==> src/slfp_pkg.sv <==
// Shared types, constants and character codes of the scan list field parser.
// Used by slfp_front, slfp_fifo, slfp_back and scan_list_field_parser.
`default_nettype none

package slfp_pkg;

    // Table and field buffer sizes
    localparam int MAX_RECORDS = 16;
    localparam int FIELD_CHARS = 32;

    localparam int LINE_W = $clog2(MAX_RECORDS + 1);
    localparam int CNT_W  = $clog2(FIELD_CHARS + 1);
    localparam int ADDR_W = $clog2(FIELD_CHARS);
    localparam int REC_W  = 4;
    localparam int FLD_W  = 5;
    localparam int ZCNT_W = 12;
    localparam int BLK_W  = 2;
    localparam int SIG_W  = 16;
    localparam int ACC_W  = 17;
    localparam int PROD_W = 20;

    localparam logic [LINE_W-1:0] LINE_MAX   = LINE_W'(MAX_RECORDS);
    localparam logic [CNT_W-1:0]  CNT_MAX    = CNT_W'(FIELD_CHARS);
    localparam logic [ZCNT_W-1:0] ZCNT_SAT   = {ZCNT_W{1'b1}};
    localparam logic [ZCNT_W-1:0] TIMEOUT_RST = ZCNT_W'(1500);

    // Field index codes
    localparam logic [FLD_W-1:0] FIELD_NONE = 5'd31;
    localparam logic [FLD_W-1:0] FIELD_TOP  = 5'd30;
    localparam logic [FLD_W-1:0] FIELD_NAME = 5'd1;
    localparam logic [FLD_W-1:0] FIELD_SEC  = 5'd3;
    localparam logic [FLD_W-1:0] FIELD_SIG  = 5'd4;

    // Result kinds
    localparam logic [1:0] KIND_STATUS = 2'd0;
    localparam logic [1:0] KIND_NAME   = 2'd1;
    localparam logic [1:0] KIND_SEC    = 2'd2;
    localparam logic [1:0] KIND_SIG    = 2'd3;

    // Signal value constants
    localparam logic signed [SIG_W-1:0] SIG_BLACKLIST = -16'sd2;
    localparam logic signed [SIG_W-1:0] SIG_POS_MAX   = 16'sd32767;
    localparam logic [ACC_W-1:0]        ACC_POS_MAX   = 17'd32767;
    localparam logic [ACC_W-1:0]        ACC_NEG_MAX   = 17'd32768;
    localparam logic [PROD_W-1:0]       ACC_SAT       = 20'd100000;

    // Character codes
    localparam logic [7:0] CH_NUL   = 8'h00;
    localparam logic [7:0] CH_TAB   = 8'h09;
    localparam logic [7:0] CH_LF    = 8'h0A;
    localparam logic [7:0] CH_VT    = 8'h0B;
    localparam logic [7:0] CH_FF    = 8'h0C;
    localparam logic [7:0] CH_CR    = 8'h0D;
    localparam logic [7:0] CH_SP    = 8'h20;
    localparam logic [7:0] CH_PLUS  = 8'h2B;
    localparam logic [7:0] CH_COMMA = 8'h2C;
    localparam logic [7:0] CH_MINUS = 8'h2D;
    localparam logic [7:0] CH_0     = 8'h30;
    localparam logic [7:0] CH_9     = 8'h39;

    // Command queue depth
    localparam int Q_DEPTH = 2;
    localparam int Q_PTR_W = 1;
    localparam int Q_CNT_W = 2;

    typedef enum logic [1:0] {
        OP_STATUS,
        OP_NAME,
        OP_SEC,
        OP_VALUE
    } t_op;

    // One job from the front to the back
    typedef struct packed {
        t_op              op;
        logic [REC_W-1:0] rec;
        logic             done;
        logic             ovf;
        logic [CNT_W-1:0] cnt;
    } t_cmd;

    // Field buffer write port
    typedef struct packed {
        logic              en;
        logic [ADDR_W-1:0] addr;
        logic [7:0]        data;
    } t_buf_wr;

    // Back to front status
    typedef struct packed {
        logic job_done;
    } t_bk_status;

endpackage

`default_nettype wire

==> src/scan_list_field_parser.sv <==
// Top level of the scan list field parser: front end, job queue, back end.
// Depends on slfp_pkg, slfp_front, slfp_fifo and slfp_back.
//
//   channel   | handshake           | payload
//   ----------+---------------------+------------------------------------------
//   input     | i_valid / o_ready   | i_ch
//   result    | o_valid / i_ready   | o_field_kind, o_record_index, o_text_char,
//             |                     | o_signal_value, o_last, o_done_res,
//             |                     | o_record_overflow
//   config    | i_cfg_wr_en         | i_cfg_wr_data (timeout_limit)
//
// The front end takes one byte per cycle while o_ready is high and turns it into
// one job; a status job is loaded into the result register once the back end
// has it and the result register is free. A string job is loaded, then streams
// one stored character per cycle while the result register is free, plus its
// terminator (and the blacklist value for a name), up to 34 results; a value job
// skips white space, takes an optional sign, reads its digits and emits one
// result. The field buffer has a single read port, and the front end holds
// o_ready low until such a job has emitted its last result. Reset is
// synchronous, active low, and needs no clearing pass. A stalled result register
// backs up into the two-entry job queue before the front end stops taking bytes.
`default_nettype none

module scan_list_field_parser (
    input  wire logic                            i_clk,
    input  wire logic                            i_rst_n,
    input  wire logic                            i_valid,
    output logic                                 o_ready,
    input  wire logic [7:0]                      i_ch,
    input  wire logic                            i_cfg_wr_en,
    input  wire logic [slfp_pkg::ZCNT_W-1:0]     i_cfg_wr_data,
    output logic                                 o_valid,
    input  wire logic                            i_ready,
    output logic [1:0]                           o_field_kind,
    output logic [slfp_pkg::REC_W-1:0]           o_record_index,
    output logic [7:0]                           o_text_char,
    output logic signed [slfp_pkg::SIG_W-1:0]    o_signal_value,
    output logic                                 o_last,
    output logic                                 o_done_res,
    output logic                                 o_record_overflow
);

    // Jobs from front to back
    logic                  q_push;
    logic                  q_full;
    logic                  q_pop;
    logic                  q_valid;
    slfp_pkg::t_cmd        q_in;
    slfp_pkg::t_cmd        q_out;

    // Buffer writes and job completion
    slfp_pkg::t_buf_wr     buf_wr;
    slfp_pkg::t_bk_status  bk_status;

    // Classify each transaction and keep the record state
    slfp_front u_front (
        .i_clk         (i_clk),
        .i_rst_n       (i_rst_n),
        .i_valid       (i_valid),
        .o_ready       (o_ready),
        .i_ch          (i_ch),
        .i_cfg_wr_en   (i_cfg_wr_en),
        .i_cfg_wr_data (i_cfg_wr_data),
        .i_q_full      (q_full),
        .o_q_push      (q_push),
        .o_q_data      (q_in),
        .o_buf_wr      (buf_wr),
        .i_bk_status   (bk_status)
    );

    // Decouple the two ends so each can stall on its own
    slfp_fifo u_fifo (
        .i_clk   (i_clk),
        .i_rst_n (i_rst_n),
        .i_push  (q_push),
        .i_data  (q_in),
        .o_full  (q_full),
        .i_pop   (q_pop),
        .o_valid (q_valid),
        .o_data  (q_out)
    );

    // Carry out jobs and drive the result transactions
    slfp_back u_back (
        .i_clk             (i_clk),
        .i_rst_n           (i_rst_n),
        .i_buf_wr          (buf_wr),
        .i_q_valid         (q_valid),
        .i_q_data          (q_out),
        .o_q_pop           (q_pop),
        .o_bk_status       (bk_status),
        .o_valid           (o_valid),
        .i_ready           (i_ready),
        .o_field_kind      (o_field_kind),
        .o_record_index    (o_record_index),
        .o_text_char       (o_text_char),
        .o_signal_value    (o_signal_value),
        .o_last            (o_last),
        .o_done_res        (o_done_res),
        .o_record_overflow (o_record_overflow)
    );

endmodule

`default_nettype wire

==> src/slfp_front.sv <==
// Front end: accepts bytes, keeps line/field/count state, writes the field buffer
// and classifies each byte into one job for the back end. Depends on slfp_pkg.
`default_nettype none

module slfp_front (
    input  wire logic                            i_clk,
    input  wire logic                            i_rst_n,
    input  wire logic                            i_valid,
    output logic                                 o_ready,
    input  wire logic [7:0]                      i_ch,
    input  wire logic                            i_cfg_wr_en,
    input  wire logic [slfp_pkg::ZCNT_W-1:0]     i_cfg_wr_data,
    input  wire logic                            i_q_full,
    output logic                                 o_q_push,
    output slfp_pkg::t_cmd                       o_q_data,
    output slfp_pkg::t_buf_wr                    o_buf_wr,
    input  wire slfp_pkg::t_bk_status            i_bk_status
);

    logic [slfp_pkg::LINE_W-1:0] r_line, n_line;
    logic [slfp_pkg::FLD_W-1:0]  r_field, n_field;
    logic [slfp_pkg::CNT_W-1:0]  r_count, n_count;
    logic                        r_after, n_after;
    logic [slfp_pkg::BLK_W-1:0]  r_blank, n_blank;
    logic [slfp_pkg::ZCNT_W-1:0] r_zero, n_zero;
    logic [slfp_pkg::ZCNT_W-1:0] r_timeout;
    logic                        r_hold, n_hold;

    logic           accept;
    logic           done;
    logic           commit;
    logic [slfp_pkg::ZCNT_W-1:0] zinc;
    slfp_pkg::t_cmd    cmd;
    slfp_pkg::t_buf_wr wr;

    assign o_ready  = !r_hold && !i_q_full;
    assign accept   = i_valid && o_ready;
    assign o_q_push = accept;
    assign o_q_data = cmd;
    assign o_buf_wr = wr;

    always_comb begin
        n_line  = r_line;
        n_field = r_field;
        n_count = r_count;
        n_after = r_after;
        n_blank = r_blank;
        n_zero  = r_zero;
        n_hold  = r_hold;
        done    = 1'b0;
        commit  = 1'b0;
        zinc    = r_zero;
        wr      = '0;
        cmd     = '0;
        cmd.op  = slfp_pkg::OP_STATUS;

        // Release the buffer once the back end has read it out
        if (i_bk_status.job_done) begin
            n_hold = 1'b0;
        end

        if (accept) begin
            // Zero bytes count toward the timeout
            if (i_ch == slfp_pkg::CH_NUL) begin
                zinc   = (r_zero != slfp_pkg::ZCNT_SAT) ? r_zero + 1'b1 : r_zero;
                n_zero = zinc;
                if (zinc > r_timeout) begin
                    n_zero  = '0;
                    n_line  = '0;
                    n_count = '0;
                    n_field = '0;
                    n_blank = '0;
                    done    = 1'b1;
                end
            end

            priority if (i_ch == slfp_pkg::CH_COMMA) begin
                if (r_field == slfp_pkg::FIELD_NONE) begin
                    n_field = '0;
                end else if (r_field < slfp_pkg::FIELD_TOP) begin
                    n_field = r_field + 1'b1;
                end
                commit = 1'b1;
            end else if (i_ch == slfp_pkg::CH_LF) begin
                n_count = '0;
                n_field = slfp_pkg::FIELD_NONE;
            end else if (i_ch == slfp_pkg::CH_CR) begin
                if (r_after) begin
                    // Second blank CR ends the reply
                    if (r_blank != '0) begin
                        n_line  = '0;
                        n_count = '0;
                        n_field = '0;
                        n_blank = '0;
                        done    = 1'b1;
                    end else begin
                        n_blank = r_blank + 1'b1;
                    end
                end else begin
                    commit = 1'b1;
                end
            end else begin
                // Ordinary byte: store unless the buffer is full
                if (n_count < slfp_pkg::CNT_MAX) begin
                    wr.en   = 1'b1;
                    wr.addr = n_count[slfp_pkg::ADDR_W-1:0];
                    wr.data = i_ch;
                    n_count = n_count + 1'b1;
                end
                n_blank = '0;
            end
            n_after = (i_ch == slfp_pkg::CH_LF);

            cmd.rec  = slfp_pkg::REC_W'(n_line);
            cmd.done = done;
            cmd.cnt  = r_count;
            if (commit && (n_field == slfp_pkg::FIELD_NAME || n_field == slfp_pkg::FIELD_SEC
                           || n_field == slfp_pkg::FIELD_SIG)) begin
                if (n_line >= slfp_pkg::LINE_MAX) begin
                    cmd.ovf = 1'b1;
                end else if (n_field == slfp_pkg::FIELD_NAME) begin
                    cmd.op = slfp_pkg::OP_NAME;
                end else if (n_field == slfp_pkg::FIELD_SEC) begin
                    cmd.op = slfp_pkg::OP_SEC;
                end else begin
                    cmd.op = slfp_pkg::OP_VALUE;
                end
            end
            // Hold off new bytes while the back end reads the buffer
            if (cmd.op != slfp_pkg::OP_STATUS) begin
                n_hold = 1'b1;
            end

            if (i_ch == slfp_pkg::CH_COMMA) begin
                n_count = '0;
            end
            if (i_ch == slfp_pkg::CH_LF && n_line < slfp_pkg::LINE_MAX) begin
                n_line = n_line + 1'b1;
            end
        end
    end

    always_ff @(posedge i_clk) begin
        if (!i_rst_n) begin
            r_line    <= '0;
            r_field   <= slfp_pkg::FIELD_NONE;
            r_count   <= '0;
            r_after   <= 1'b0;
            r_blank   <= '0;
            r_zero    <= '0;
            r_timeout <= slfp_pkg::TIMEOUT_RST;
            r_hold    <= 1'b0;
        end else begin
            r_line  <= n_line;
            r_field <= n_field;
            r_count <= n_count;
            r_after <= n_after;
            r_blank <= n_blank;
            r_zero  <= n_zero;
            r_hold  <= n_hold;
            if (i_cfg_wr_en) begin
                r_timeout <= i_cfg_wr_data;
            end
        end
    end

endmodule

`default_nettype wire

==> src/slfp_fifo.sv <==
// Two-entry job queue between the front and back ends.
// Depends on slfp_pkg for the job type and depth.
`default_nettype none

module slfp_fifo (
    input  wire logic              i_clk,
    input  wire logic              i_rst_n,
    input  wire logic              i_push,
    input  wire slfp_pkg::t_cmd    i_data,
    output logic                   o_full,
    input  wire logic              i_pop,
    output logic                   o_valid,
    output slfp_pkg::t_cmd         o_data
);

    slfp_pkg::t_cmd               r_mem [slfp_pkg::Q_DEPTH];
    logic [slfp_pkg::Q_PTR_W-1:0] r_wp, r_rp;
    logic [slfp_pkg::Q_CNT_W-1:0] r_cnt;
    logic                         do_push, do_pop;

    assign o_full  = (r_cnt == slfp_pkg::Q_CNT_W'(slfp_pkg::Q_DEPTH));
    assign o_valid = (r_cnt != '0);
    assign o_data  = r_mem[r_rp];
    assign do_push = i_push && !o_full;
    assign do_pop  = i_pop && o_valid;

    always_ff @(posedge i_clk) begin
        if (do_push) begin
            r_mem[r_wp] <= i_data;
        end
    end

    always_ff @(posedge i_clk) begin
        if (!i_rst_n) begin
            r_wp  <= '0;
            r_rp  <= '0;
            r_cnt <= '0;
        end else begin
            if (do_push) begin
                r_wp <= r_wp + 1'b1;
            end
            if (do_pop) begin
                r_rp <= r_rp + 1'b1;
            end
            unique case ({do_push, do_pop})
                2'b10:   r_cnt <= r_cnt + 1'b1;
                2'b01:   r_cnt <= r_cnt - 1'b1;
                default: r_cnt <= r_cnt;
            endcase
        end
    end

endmodule

`default_nettype wire

==> src/slfp_back.sv <==
// Back end: holds the field buffer memory, streams strings out of it one
// character a cycle while the result register is free, parses the signal
// value and drives the result register. Depends on slfp_pkg.
`default_nettype none

module slfp_back (
    input  wire logic                            i_clk,
    input  wire logic                            i_rst_n,
    input  wire slfp_pkg::t_buf_wr               i_buf_wr,
    input  wire logic                            i_q_valid,
    input  wire slfp_pkg::t_cmd                  i_q_data,
    output logic                                 o_q_pop,
    output slfp_pkg::t_bk_status                 o_bk_status,
    output logic                                 o_valid,
    input  wire logic                            i_ready,
    output logic [1:0]                           o_field_kind,
    output logic [slfp_pkg::REC_W-1:0]           o_record_index,
    output logic [7:0]                           o_text_char,
    output logic signed [slfp_pkg::SIG_W-1:0]    o_signal_value,
    output logic                                 o_last,
    output logic                                 o_done_res,
    output logic                                 o_record_overflow
);

    typedef enum logic [2:0] {
        ST_IDLE,
        ST_STR,
        ST_SIG,
        ST_WS,
        ST_DIG
    } t_state;

    logic [7:0] r_buf_mem [slfp_pkg::FIELD_CHARS];
    logic [7:0] r_rd_data;

    t_state                      r_state, n_state;
    slfp_pkg::t_op               r_op, n_op;
    logic [slfp_pkg::REC_W-1:0]  r_rec, n_rec;
    logic [slfp_pkg::CNT_W-1:0]  r_cnt, n_cnt;
    logic [slfp_pkg::CNT_W-1:0]  r_idx, n_idx;
    logic                        r_neg, n_neg;
    logic [slfp_pkg::ACC_W-1:0]  r_acc, n_acc;

    logic                                r_o_valid, n_o_valid;
    logic [1:0]                          r_o_kind, n_o_kind;
    logic [slfp_pkg::REC_W-1:0]          r_o_rec, n_o_rec;
    logic [7:0]                          r_o_char, n_o_char;
    logic signed [slfp_pkg::SIG_W-1:0]   r_o_sig, n_o_sig;
    logic                                r_o_last, n_o_last;
    logic                                r_o_done, n_o_done;
    logic                                r_o_ovf, n_o_ovf;

    logic                         out_free;
    logic                         in_range;
    logic                         is_digit;
    logic [slfp_pkg::PROD_W-1:0]  prod;
    logic [slfp_pkg::ACC_W-1:0]   mag;
    logic signed [slfp_pkg::SIG_W-1:0] final_sig;

    assign o_valid           = r_o_valid;
    assign o_field_kind      = r_o_kind;
    assign o_record_index    = r_o_rec;
    assign o_text_char       = r_o_char;
    assign o_signal_value    = r_o_sig;
    assign o_last            = r_o_last;
    assign o_done_res        = r_o_done;
    assign o_record_overflow = r_o_ovf;

    // Field buffer: one write port from the front, one registered read port
    always_ff @(posedge i_clk) begin
        if (i_buf_wr.en) begin
            r_buf_mem[i_buf_wr.addr] <= i_buf_wr.data;
        end
        r_rd_data <= r_buf_mem[n_idx[slfp_pkg::ADDR_W-1:0]];
    end

    assign out_free = !r_o_valid || i_ready;
    assign in_range = (r_idx < r_cnt);
    assign is_digit = (r_rd_data >= slfp_pkg::CH_0) && (r_rd_data <= slfp_pkg::CH_9);
    assign prod     = slfp_pkg::PROD_W'(r_acc) * slfp_pkg::PROD_W'(10)
                    + slfp_pkg::PROD_W'(r_rd_data[3:0]);

    // Apply sign and saturate to 16 bits
    always_comb begin
        mag       = (r_acc > slfp_pkg::ACC_NEG_MAX) ? slfp_pkg::ACC_NEG_MAX : r_acc;
        final_sig = slfp_pkg::SIG_W'(~mag + 1'b1);
        if (!r_neg) begin
            final_sig = (r_acc > slfp_pkg::ACC_POS_MAX) ? slfp_pkg::SIG_POS_MAX
                                                        : slfp_pkg::SIG_W'(r_acc);
        end
    end

    always_comb begin
        n_state   = r_state;
        n_op      = r_op;
        n_rec     = r_rec;
        n_cnt     = r_cnt;
        n_idx     = r_idx;
        n_neg     = r_neg;
        n_acc     = r_acc;
        n_o_valid = r_o_valid && !i_ready;
        n_o_kind  = r_o_kind;
        n_o_rec   = r_o_rec;
        n_o_char  = r_o_char;
        n_o_sig   = r_o_sig;
        n_o_last  = r_o_last;
        n_o_done  = r_o_done;
        n_o_ovf   = r_o_ovf;
        o_q_pop   = 1'b0;
        o_bk_status.job_done = 1'b0;

        unique case (r_state)
            ST_IDLE: begin
                if (i_q_valid) begin
                    if (i_q_data.op == slfp_pkg::OP_STATUS) begin
                        // Status job: one result straight out
                        if (out_free) begin
                            o_q_pop   = 1'b1;
                            n_o_valid = 1'b1;
                            n_o_kind  = slfp_pkg::KIND_STATUS;
                            n_o_rec   = i_q_data.rec;
                            n_o_char  = '0;
                            n_o_sig   = '0;
                            n_o_last  = 1'b1;
                            n_o_done  = i_q_data.done;
                            n_o_ovf   = i_q_data.ovf;
                        end
                    end else begin
                        // Buffer job: load it and start reading at entry zero
                        o_q_pop = 1'b1;
                        n_op    = i_q_data.op;
                        n_rec   = i_q_data.rec;
                        n_cnt   = i_q_data.cnt;
                        n_idx   = '0;
                        n_neg   = 1'b0;
                        n_acc   = '0;
                        n_state = (i_q_data.op == slfp_pkg::OP_VALUE) ? ST_WS : ST_STR;
                    end
                end
            end
            ST_STR: begin
                if (out_free) begin
                    n_o_valid = 1'b1;
                    n_o_kind  = (r_op == slfp_pkg::OP_NAME) ? slfp_pkg::KIND_NAME
                                                            : slfp_pkg::KIND_SEC;
                    n_o_rec   = r_rec;
                    n_o_sig   = '0;
                    n_o_done  = 1'b0;
                    n_o_ovf   = 1'b0;
                    if (in_range && r_rd_data != slfp_pkg::CH_NUL) begin
                        n_o_char = r_rd_data;
                        n_o_last = 1'b0;
                        n_idx    = r_idx + 1'b1;
                    end else begin
                        // Terminator; a name goes on to the blacklist value
                        n_o_char = slfp_pkg::CH_NUL;
                        n_o_last = (r_op == slfp_pkg::OP_SEC);
                        if (r_op == slfp_pkg::OP_SEC) begin
                            o_bk_status.job_done = 1'b1;
                            n_state = ST_IDLE;
                        end else begin
                            n_state = ST_SIG;
                        end
                    end
                end
            end
            ST_SIG: begin
                if (out_free) begin
                    n_o_valid = 1'b1;
                    n_o_kind  = slfp_pkg::KIND_SIG;
                    n_o_rec   = r_rec;
                    n_o_char  = '0;
                    n_o_sig   = slfp_pkg::SIG_BLACKLIST;
                    n_o_last  = 1'b1;
                    n_o_done  = 1'b0;
                    n_o_ovf   = 1'b0;
                    o_bk_status.job_done = 1'b1;
                    n_state   = ST_IDLE;
                end
            end
            ST_WS: begin
                // Skip white space, take an optional sign
                if (in_range && (r_rd_data == slfp_pkg::CH_SP || r_rd_data == slfp_pkg::CH_TAB
                                 || r_rd_data == slfp_pkg::CH_VT
                                 || r_rd_data == slfp_pkg::CH_FF)) begin
                    n_idx = r_idx + 1'b1;
                end else if (in_range && (r_rd_data == slfp_pkg::CH_MINUS
                                          || r_rd_data == slfp_pkg::CH_PLUS)) begin
                    n_neg   = (r_rd_data == slfp_pkg::CH_MINUS);
                    n_idx   = r_idx + 1'b1;
                    n_state = ST_DIG;
                end else begin
                    n_state = ST_DIG;
                end
            end
            ST_DIG: begin
                if (in_range && is_digit) begin
                    n_acc = (prod > slfp_pkg::ACC_SAT) ? slfp_pkg::ACC_W'(slfp_pkg::ACC_SAT)
                                                       : slfp_pkg::ACC_W'(prod);
                    n_idx = r_idx + 1'b1;
                end else if (out_free) begin
                    n_o_valid = 1'b1;
                    n_o_kind  = slfp_pkg::KIND_SIG;
                    n_o_rec   = r_rec;
                    n_o_char  = '0;
                    n_o_sig   = final_sig;
                    n_o_last  = 1'b1;
                    n_o_done  = 1'b0;
                    n_o_ovf   = 1'b0;
                    o_bk_status.job_done = 1'b1;
                    n_state   = ST_IDLE;
                end
            end
            default: begin
                n_state = ST_IDLE;
            end
        endcase
    end

    always_ff @(posedge i_clk) begin
        if (!i_rst_n) begin
            r_state   <= ST_IDLE;
            r_o_valid <= 1'b0;
        end else begin
            r_state   <= n_state;
            r_o_valid <= n_o_valid;
        end
        r_op     <= n_op;
        r_rec    <= n_rec;
        r_cnt    <= n_cnt;
        r_idx    <= n_idx;
        r_neg    <= n_neg;
        r_acc    <= n_acc;
        r_o_kind <= n_o_kind;
        r_o_rec  <= n_o_rec;
        r_o_char <= n_o_char;
        r_o_sig  <= n_o_sig;
        r_o_last <= n_o_last;
        r_o_done <= n_o_done;
        r_o_ovf  <= n_o_ovf;
    end

endmodule

`default_nettype wire

==> config.mk <==
export PLATFORM = sky130hd
export DESIGN_NAME = scan_list_field_parser
export DESIGN_NICKNAME = d
export VERILOG_FILES = /design/src/slfp_pkg.sv /design/src/scan_list_field_parser.sv /design/src/slfp_front.sv /design/src/slfp_fifo.sv /design/src/slfp_back.sv
export SDC_FILE = /design/constraint.sdc
export NUM_CORES = 1
export LEC_CHECK = 0
export ABC_CLOCK_PERIOD_IN_PS = 4200
export BUFFER_PORTS_ARGS = -buffer_cell sky130_fd_sc_hd__buf_2
export CAP_MARGIN = 30
export CORE_ASPECT_RATIO = 0.7
export CORE_MARGIN = 5
export CORE_UTILIZATION = 57
export DETAILED_ROUTE_END_ITERATION = 10
export GPL_ROUTABILITY_DRIVEN = 0
export PLACE_DENSITY = 0.77
export RECOVER_POWER = 50
export SYNTH_ARGS = -nofsm -noshare
export SYNTH_HDL_FRONTEND = slang
export SYNTH_SLANG_ARGS = --single-unit
==> constraint.sdc <==
create_clock -name i_clk -period 4.2 [get_ports i_clk]
set_input_delay 0.21 -clock i_clk [delete_from_list [all_inputs] [get_ports i_clk]]
set_output_delay 0.21 -clock i_clk [all_outputs]
set_load 0.02 [all_outputs]
* Yosys cells after proc, flatten, opt, wreduce, memory -nomap -nowiden *
Memory sizes are Yosys's and may differ from the RTL's. A register that Yosys moved wholly into a read port is not among the register bits.
Cells that the tools add are included.

cells by class
  reduce and logical (&&, ||, !) cells = 47
  bitwise operators = 2
  equal/unequal tests = 38
  multiplexer cells = 164
  multipliers = 1
  magnitude comparators = 11
  add/subtract/negate cells = 12

operators with widths
  operator                                                          number
  2-to-1 mux 16 bit                                                 9
  2-to-1 mux 6 bit                                                  16
  2-to-1 mux 5 bit                                                  19
  2-to-1 mux 14 bit                                                 6
  2-to-1 mux 17 bit                                                 4
  one-hot mux 16 bit (4 select lines)                               1
  2-to-1 mux 1 bit                                                  56
  2-to-1 mux 8 bit                                                  6
  == test 8 x 4 -> 1 bit (second input constant)                    5
  2-to-1 mux 2 bit                                                  20
  one-hot mux 17 bit (2 select lines)                               1
  == test 8 x 6 -> 1 bit (second input constant)                    4
  one-hot mux 8 bit (4 select lines)                                1
  2-to-1 mux 12 bit                                                 2
  one-hot mux 6 bit (4 select lines)                                1
  2-to-1 mux 3 bit                                                  7
  adder 20 x 4 -> 20 bit                                            1
  greater-than comparator 20 x 17 -> 1 bit (second input constant)  1
  2-to-1 mux 4 bit                                                  5
  multiplier 17 x 3 -> 19 bit (second input constant)               1
  AND reduction 6 bit                                               3
  greater-than comparator 17 x 15 -> 1 bit (second input constant)  1
  greater-than comparator 17 x 16 -> 1 bit (second input constant)  1
  adder 16 x 1 -> 16 bit (second input constant)                    1
  51 further kinds                                                  103

word-level totals
  memories = 2
  RAM bits = 284
  logic and storage cells = 304
  register bits after elaboration = 121
  bits of input ports = 25
  output and inout bits = 35

memory list
  name              words  bits a word  read ports  clocked after memory_dff  write ports  line             text
  u_back.r_buf_mem  32     8            1           1                         1            slfp_back.sv:33  logic [7:0] r_buf_mem [slfp_pkg::FIELD_CHARS];
  u_fifo.r_mem      2      14           1           1                         1            slfp_fifo.sv:16  slfp_pkg::t_cmd r_mem [slfp_pkg::Q_DEPTH];

* Logic depth before layout (Yosys ltp) *
  depth in word-level cells = 20
  depth in mapped cells = 21

* Cells and area by module *
From an unflattened synthesis, not the netlist that was laid out.

unflattened totals
  cell total of the unflattened synthesis = 1,806
  area, all modules = 20,335.8 µm²

modules (own cells, without submodules)
  module      seq. area each (µm²)  cells an instance  area an instance (µm²)  times used
  slfp_back   9,949.5               1,333              16,012.9                1
  slfp_front  880.8                 404                3,080.5                 1
  slfp_fifo   940.9                 69                 1,242.4                 1

* Worst setup path before layout *
No wires, ideal clock.

  kind = flip-flop to flip-flop
  start point = reg u_front.r_zero[0] (netlist bit)
  end point = mem u_back.r_buf_mem[11][0], enable pin
  path buffers = 2
  arrival time = 4.014 ns
  setup slack = -0.184 ns
  library setup time = 0.370 ns
  stages on the path, launching flop included = 20
  data required time = 3.830 ns
  cells stage by stage = dfxtp_1 -> ha_1 -> nand3_1 -> nor2_1 -> and3_1 -> nand3_1 -> clkbuf_1 -> nand2_1 -> ha_1 -> a21o_1 -> a21o_1 -> a21oi_1 -> nand2_1 -> o211ai_1 -> clkbuf_1 -> and2_1 -> ha_1 -> and3_1 -> nand3_1 -> nor2_1

between the ends
  longest elaborated chain between the ends = 14
  elaborated cells between the ends (all ways) = 15
  those cells by class = add/sub: 1; order compare: 2; eq/ne: 1; mux: 11

RTL lines
  element                                                                  line               text
  start, declared                                                          slfp_front.sv:25   logic [slfp_pkg::ZCNT_W-1:0] r_zero, n_zero;
  start signal, assigned                                                   slfp_front.sv:159  r_zero <= n_zero;
  adder 12 x 1 -> 12 bit / inequality test 12 bit (equally long branches)  slfp_front.sv:65   zinc = (r_zero != slfp_pkg::ZCNT_SAT) ? r_zero + 1'b1 : r_zero;
  2-to-1 mux 12 bit (*)                                                    slfp_front.sv:65
  greater-than comparator 12 bit (*)                                       slfp_front.sv:67   if (zinc > r_timeout) begin
  2-to-1 mux 6 bit (*)                                                     slfp_front.sv:67
  2-to-1 mux 6 bit (*)                                                     slfp_front.sv:64   if (i_ch == slfp_pkg::CH_NUL) begin
  2-to-1 mux 6 bit (*)                                                     slfp_front.sv:62   if (accept) begin
  less-than comparator 6 bit                                               slfp_front.sv:104  if (n_count < slfp_pkg::CNT_MAX) begin
  2-to-1 mux 14 bit (*)                                                    slfp_front.sv:104
  2-to-1 mux 14 bit (*)                                                    slfp_front.sv:87   end else if (i_ch == slfp_pkg::CH_CR) begin
  2-to-1 mux 14 bit (*)                                                    slfp_front.sv:84   end else if (i_ch == slfp_pkg::CH_LF) begin
  2-to-1 mux 14 bit (*)                                                    slfp_front.sv:77   priority if (i_ch == slfp_pkg::CH_COMMA) begin
  2-to-1 mux 14 bit (*)                                                    slfp_front.sv:62
  2-to-1 mux 1 bit                                                         slfp_back.sv:71    if (i_buf_wr.en) begin
  2-to-1 mux 1 bit (not written as such)                                   slfp_back.sv:72    r_buf_mem[i_buf_wr.addr] <= i_buf_wr.data;
  end, declared                                                            slfp_back.sv:33

Mark *: on every way between the ends. The rest lies on a longest branch, timed or not. The select of a mux whose other input is x is not followed.

* Worst setup path in the final report *
  start point = reg u_back.r_acc[3] (netlist bit)
  end point = reg u_back.r_acc[11] (netlist bit) (data pin)

between the ends
  longest elaborated chain between the ends = 6

RTL lines
  element                                   line              text
  start, declared                           slfp_back.sv:42   logic [slfp_pkg::ACC_W-1:0] r_acc, n_acc;
  start signal, assigned                    slfp_back.sv:233  r_acc <= n_acc;
  multiplier 17 x 3 -> 19 bit (*)           slfp_back.sv:80   assign prod = slfp_pkg::PROD_W'(r_acc) * slfp_pkg::PROD_W'(10)
  adder 20 x 4 -> 20 bit (*)                slfp_back.sv:81   + slfp_pkg::PROD_W'(r_rd_data[3:0]);
  greater-than comparator 20 x 17 -> 1 bit  slfp_back.sv:198  n_acc = (prod > slfp_pkg::ACC_SAT) ? slfp_pkg::ACC_W'(slfp_pkg::ACC_SAT)
  2-to-1 mux 17 bit (*)                     slfp_back.sv:198
  2-to-1 mux 17 bit (*)                     slfp_back.sv:197  if (in_range && is_digit) begin
  one-hot mux 17 bit (2 select lines) (*)   slfp_back.sv:112  unique case (r_state)

Marks and branches as above.
A chain may end at the register's enable or synchronous reset.

==> metrics.txt <==
WL/cell 21.3 um; hold_sp i_valid; static leakage 9.25 nW; fin area 24800 sq um; dominant synthesized flop cell edfxtp_1; final wirelength 55.1 mm; core area 36900 sq um; Cell Int Power 11.5 mW; CP endpoint kind flip-flop; Net Sw Frac 0.418; first-pass GRT wire length 85.5 mm; initial antenna violation count 0; Die Span Y 171 um; CP Cell Sequence ha_1 -> ha_1 -> inv_1 -> fa_1 -> buf_4 -> xnor2_1 -> nand2b_1 -> nor4_1 -> buf_4 -> nand4_1 -> nor4b_2 -> a211oi_2 -> o31a_1 -> buf_6 -> nor4_1; worst-skew pair later-pin latency 0.55 ns; Period minus WS final 4.09 ns; reg-to-reg slack, setup 0.11 ns; num rows 59; area of placed instances 23000 sq um; Cell variety after synth 92; number of top-level pins 60; crit start category flip-flop; grt total ovfl 0; Clock Power Share 0.192; Hold Crit Endpoint u_fifo.r_mem[0][2]; Pins Over Slew Limit 0; Mapped Cells 1890; Hold Path Class input pin to flip-flop; Synth Cell Area 21200 sq um; CTS root buf clkbuf_16; fraction of layout cells with a size suffix above 1 0.173; power density over the cells 796 nW/um^2; CTS max path bufs 3; Die ar. 41200 sq um; Peak Freq 0.244 GHz; Post-route DRC 0; via count 16488; async set-reset flop share out of synthesis 0; period utilisation layout 0.975; crit-path max FO 8; EDFF count, synth 348; Die W 240 um; Net Count, Synth 1978; sequential fraction of the synthesis area 0.556; Clock Pin Slew Worst Setup and Hold Paths 0.06 ns; vias in the first global route 15428; non-filler cells, final 2586; final hold slack 0.111 ns; most frequent cells in the layout 348 x edfxtp_1, 234 x nand2_1, 142 x buf_4, 106 x a21oi_1, 93 x nor2_1; sequential power share 0.285; endpoints failing hold 0; Layout Area Growth over Synthesis 17.0%; Yosys reg bits 414; clk sinks 414; Max Cap Viol 0; outcome complete, no violations; total CTS buffers 40; reg-to-reg endpoint u_back.r_acc[11]; crit-path max cell delay 0.45 ns; P_sw 8.25 mW; violation count after the first detailed-route iteration 2061; most common cell after layout, fill and taps aside edfxtp_1; RR Startpoint u_back.r_acc[3]; drt pass-1 iters 6; setup violators final 0; Slew HR 0.336; Starting Density 0.574; Worst Clk Skew 0.0268 ns; H-tree Lvls 2; ant diodes 0; Nets 2154; worst path required time 4.54 ns; dpl cells 2497; PortBufs 59; Post-DRT Antenna Nets 0; Avg Vias per Cell 6.38; leading area contributor after synthesis edfxtp_1; worst slew pin tran 0.996 ns; combinational share of power 0.523; R2R depth 15; Post-DP HPWL 36.9 mm; total power 19.7 mW; Avg Inst Size Synth 11.2 sq um; Yosys warnings 0; CP max-delay cell edfxtp_1; top cells by area, synth edfxtp_1 49%, dfxtp_1 6.2%, nand2_1 4.2%; CP Class flip-flop to flip-flop; total track usage 0.262; TritonCTS clock tree built; CP arrival 4.43 ns; largest net degree at the start of global routing 54; Peak VDD IR 591 uV; Synth top area share 0.494; hold depth 2
-- layout make-up --
type / count / area, sq um
Timing Repair Buffer: 236 / 1630
Multi-Input combinational cell: 1329 / 9190
Fill cell: 2720 / 12100
Clock buffer: 58 / 1170
Clock inverter: 16 / 221
Sequential cell: 414 / 11800
Inverter: 45 / 174
Tap cell: 488 / 611
-- sequential cells by signal, indices dropped and copies added, names as in the netlist, 3 cells and up, named ones only --
| name | flops |
|---|---|
| u_front.r_zero | 12 |
| u_front.r_line | 5 |
| u_back.r_cnt | 6 |
| u_back.r_acc | 17 |
| u_back.r_buf_mem | 256 |
| u_fifo.r_mem | 28 |
| u_back.r_state | 3 |
| u_front.r_count | 6 |
| u_back.o_signal_value | 16 |
| u_front.r_field | 5 |
| u_back.o_text_char | 8 |
| u_front.r_timeout | 12 |
| u_back.r_rd_data | 8 |
| u_back.r_rec | 4 |
| u_back.r_idx | 6 |
| u_back.o_record_index | 4 |
-- logic make-up (layout without fill, tap and decap cells) --
group           after synthesis  in the layout  synth area share
fa+ha+maj                    63             63            0.0379
xor+xnor                     42             42            0.0174
flops                       414            414             0.556
compound gates              456            456             0.156
buf+inv                     147            355            0.0305
simple gates                667            667             0.153
mux                         101            101            0.0488
-- worst max-delay path, delay by kind of cell, from the launching register on --
kind | cells | cell delay [ns]
and+or+nand+nor | 5 | 1.40
adders and majority gates | 3 | 0.84
buffers and inverters | 4 | 0.52
DFF | 1 | 0.45
AOI/OAI and AO/OA | 2 | 0.43
xor gates and xnor gates | 1 | 0.24
-- power groups by stage --
stage | clock network [mW] | logic [mW] | registers (mW)
finish | 3.80 | 10.3 | 5.62
global route | 4.04 | 11.1 | 5.67
CTS | 3.84 | 9.70 | 5.60
detailed placement | 0 | 9.60 | 5.68
global placement | 0 | 9.31 | 5.67
floorplan | 0 | 6.60 | 5.73
-- synth_stat cells, drive strengths merged, types with 9 or more instances --
cell type	count
a32o	9
xor2	17
inv	44
a31oi	31
nand3	32
ha	61
a22oi	12
edfxtp	348
and3	35
a22o	48
buf	33
a2111oi	14
a211o	9
nor3	70
o21ai	54
xnor2	25
and2	34
mux2	17
nor2b	36
a21boi	9
nand4	16
a221oi	20
o21a	25
clkbuf	69
o211ai	22
or3	13
mux2i	84
nor4	35
a21o	13
nand2	237
dfxtp	66
or2	12
nor2	111
a21oi	115
-- routing by layer --
layer | vias to the layer above | global-route usage | part of all wire
met3 | 109 | 0.0724 | 0.11
li1 | 7548 | - | -
met4 | 0 | 0.0565 | 0.021
met5 | - | 0 | 0
met1 | 7944 | 0.393 | 0.43
met2 | 887 | 0.387 | 0.43
-- timing repair --
item                                    CTS  global route
hold buffers                             12             0
pin swaps                                 2            11
buffers inserted                          0             3
endpoints found under the setup margin  213           543
resized for setup                        14            65
endpoints found under the hold margin    12             0
-- worst max-delay path by stage --
stage,from,cells after the start,slack (ns),end
6_report,u_back.r_acc[3],15,0.11,u_back.r_acc[11]
3_5_place_dp,u_front.r_zero[5],18,-0.13,u_back.r_buf_mem[0][3]
4_1_cts,u_front.r_zero[5],21,-0.01,u_back.r_buf_mem[26][2]
5_1_grt,u_back.r_acc[3],15,-0.14,u_back.r_acc[11]
2_1_floorplan,u_front.r_zero[0],18,-0.05,u_back.r_buf_mem[29][0]
3_3_place_gp,u_front.r_zero[5],18,0.004,u_back.r_buf_mem[2][4]
-- per-stage QoR --
stage / setup WS, ns / utilization / TNS (ns)
2_1_floorplan: -0.0528 / - / -4.93
3_3_place_gp: 0.00411 / 0.622 / 0
3_5_place_dp: -0.132 / 0.622 / -7.15
4_1_cts: -0.0138 / 0.665 / -0.0783
5_1_grt: -0.142 / 0.671 / -1.35
6_report: 0.107 / 0.671 / 0
Note: power is estimated with default switching activity, not from simulation.
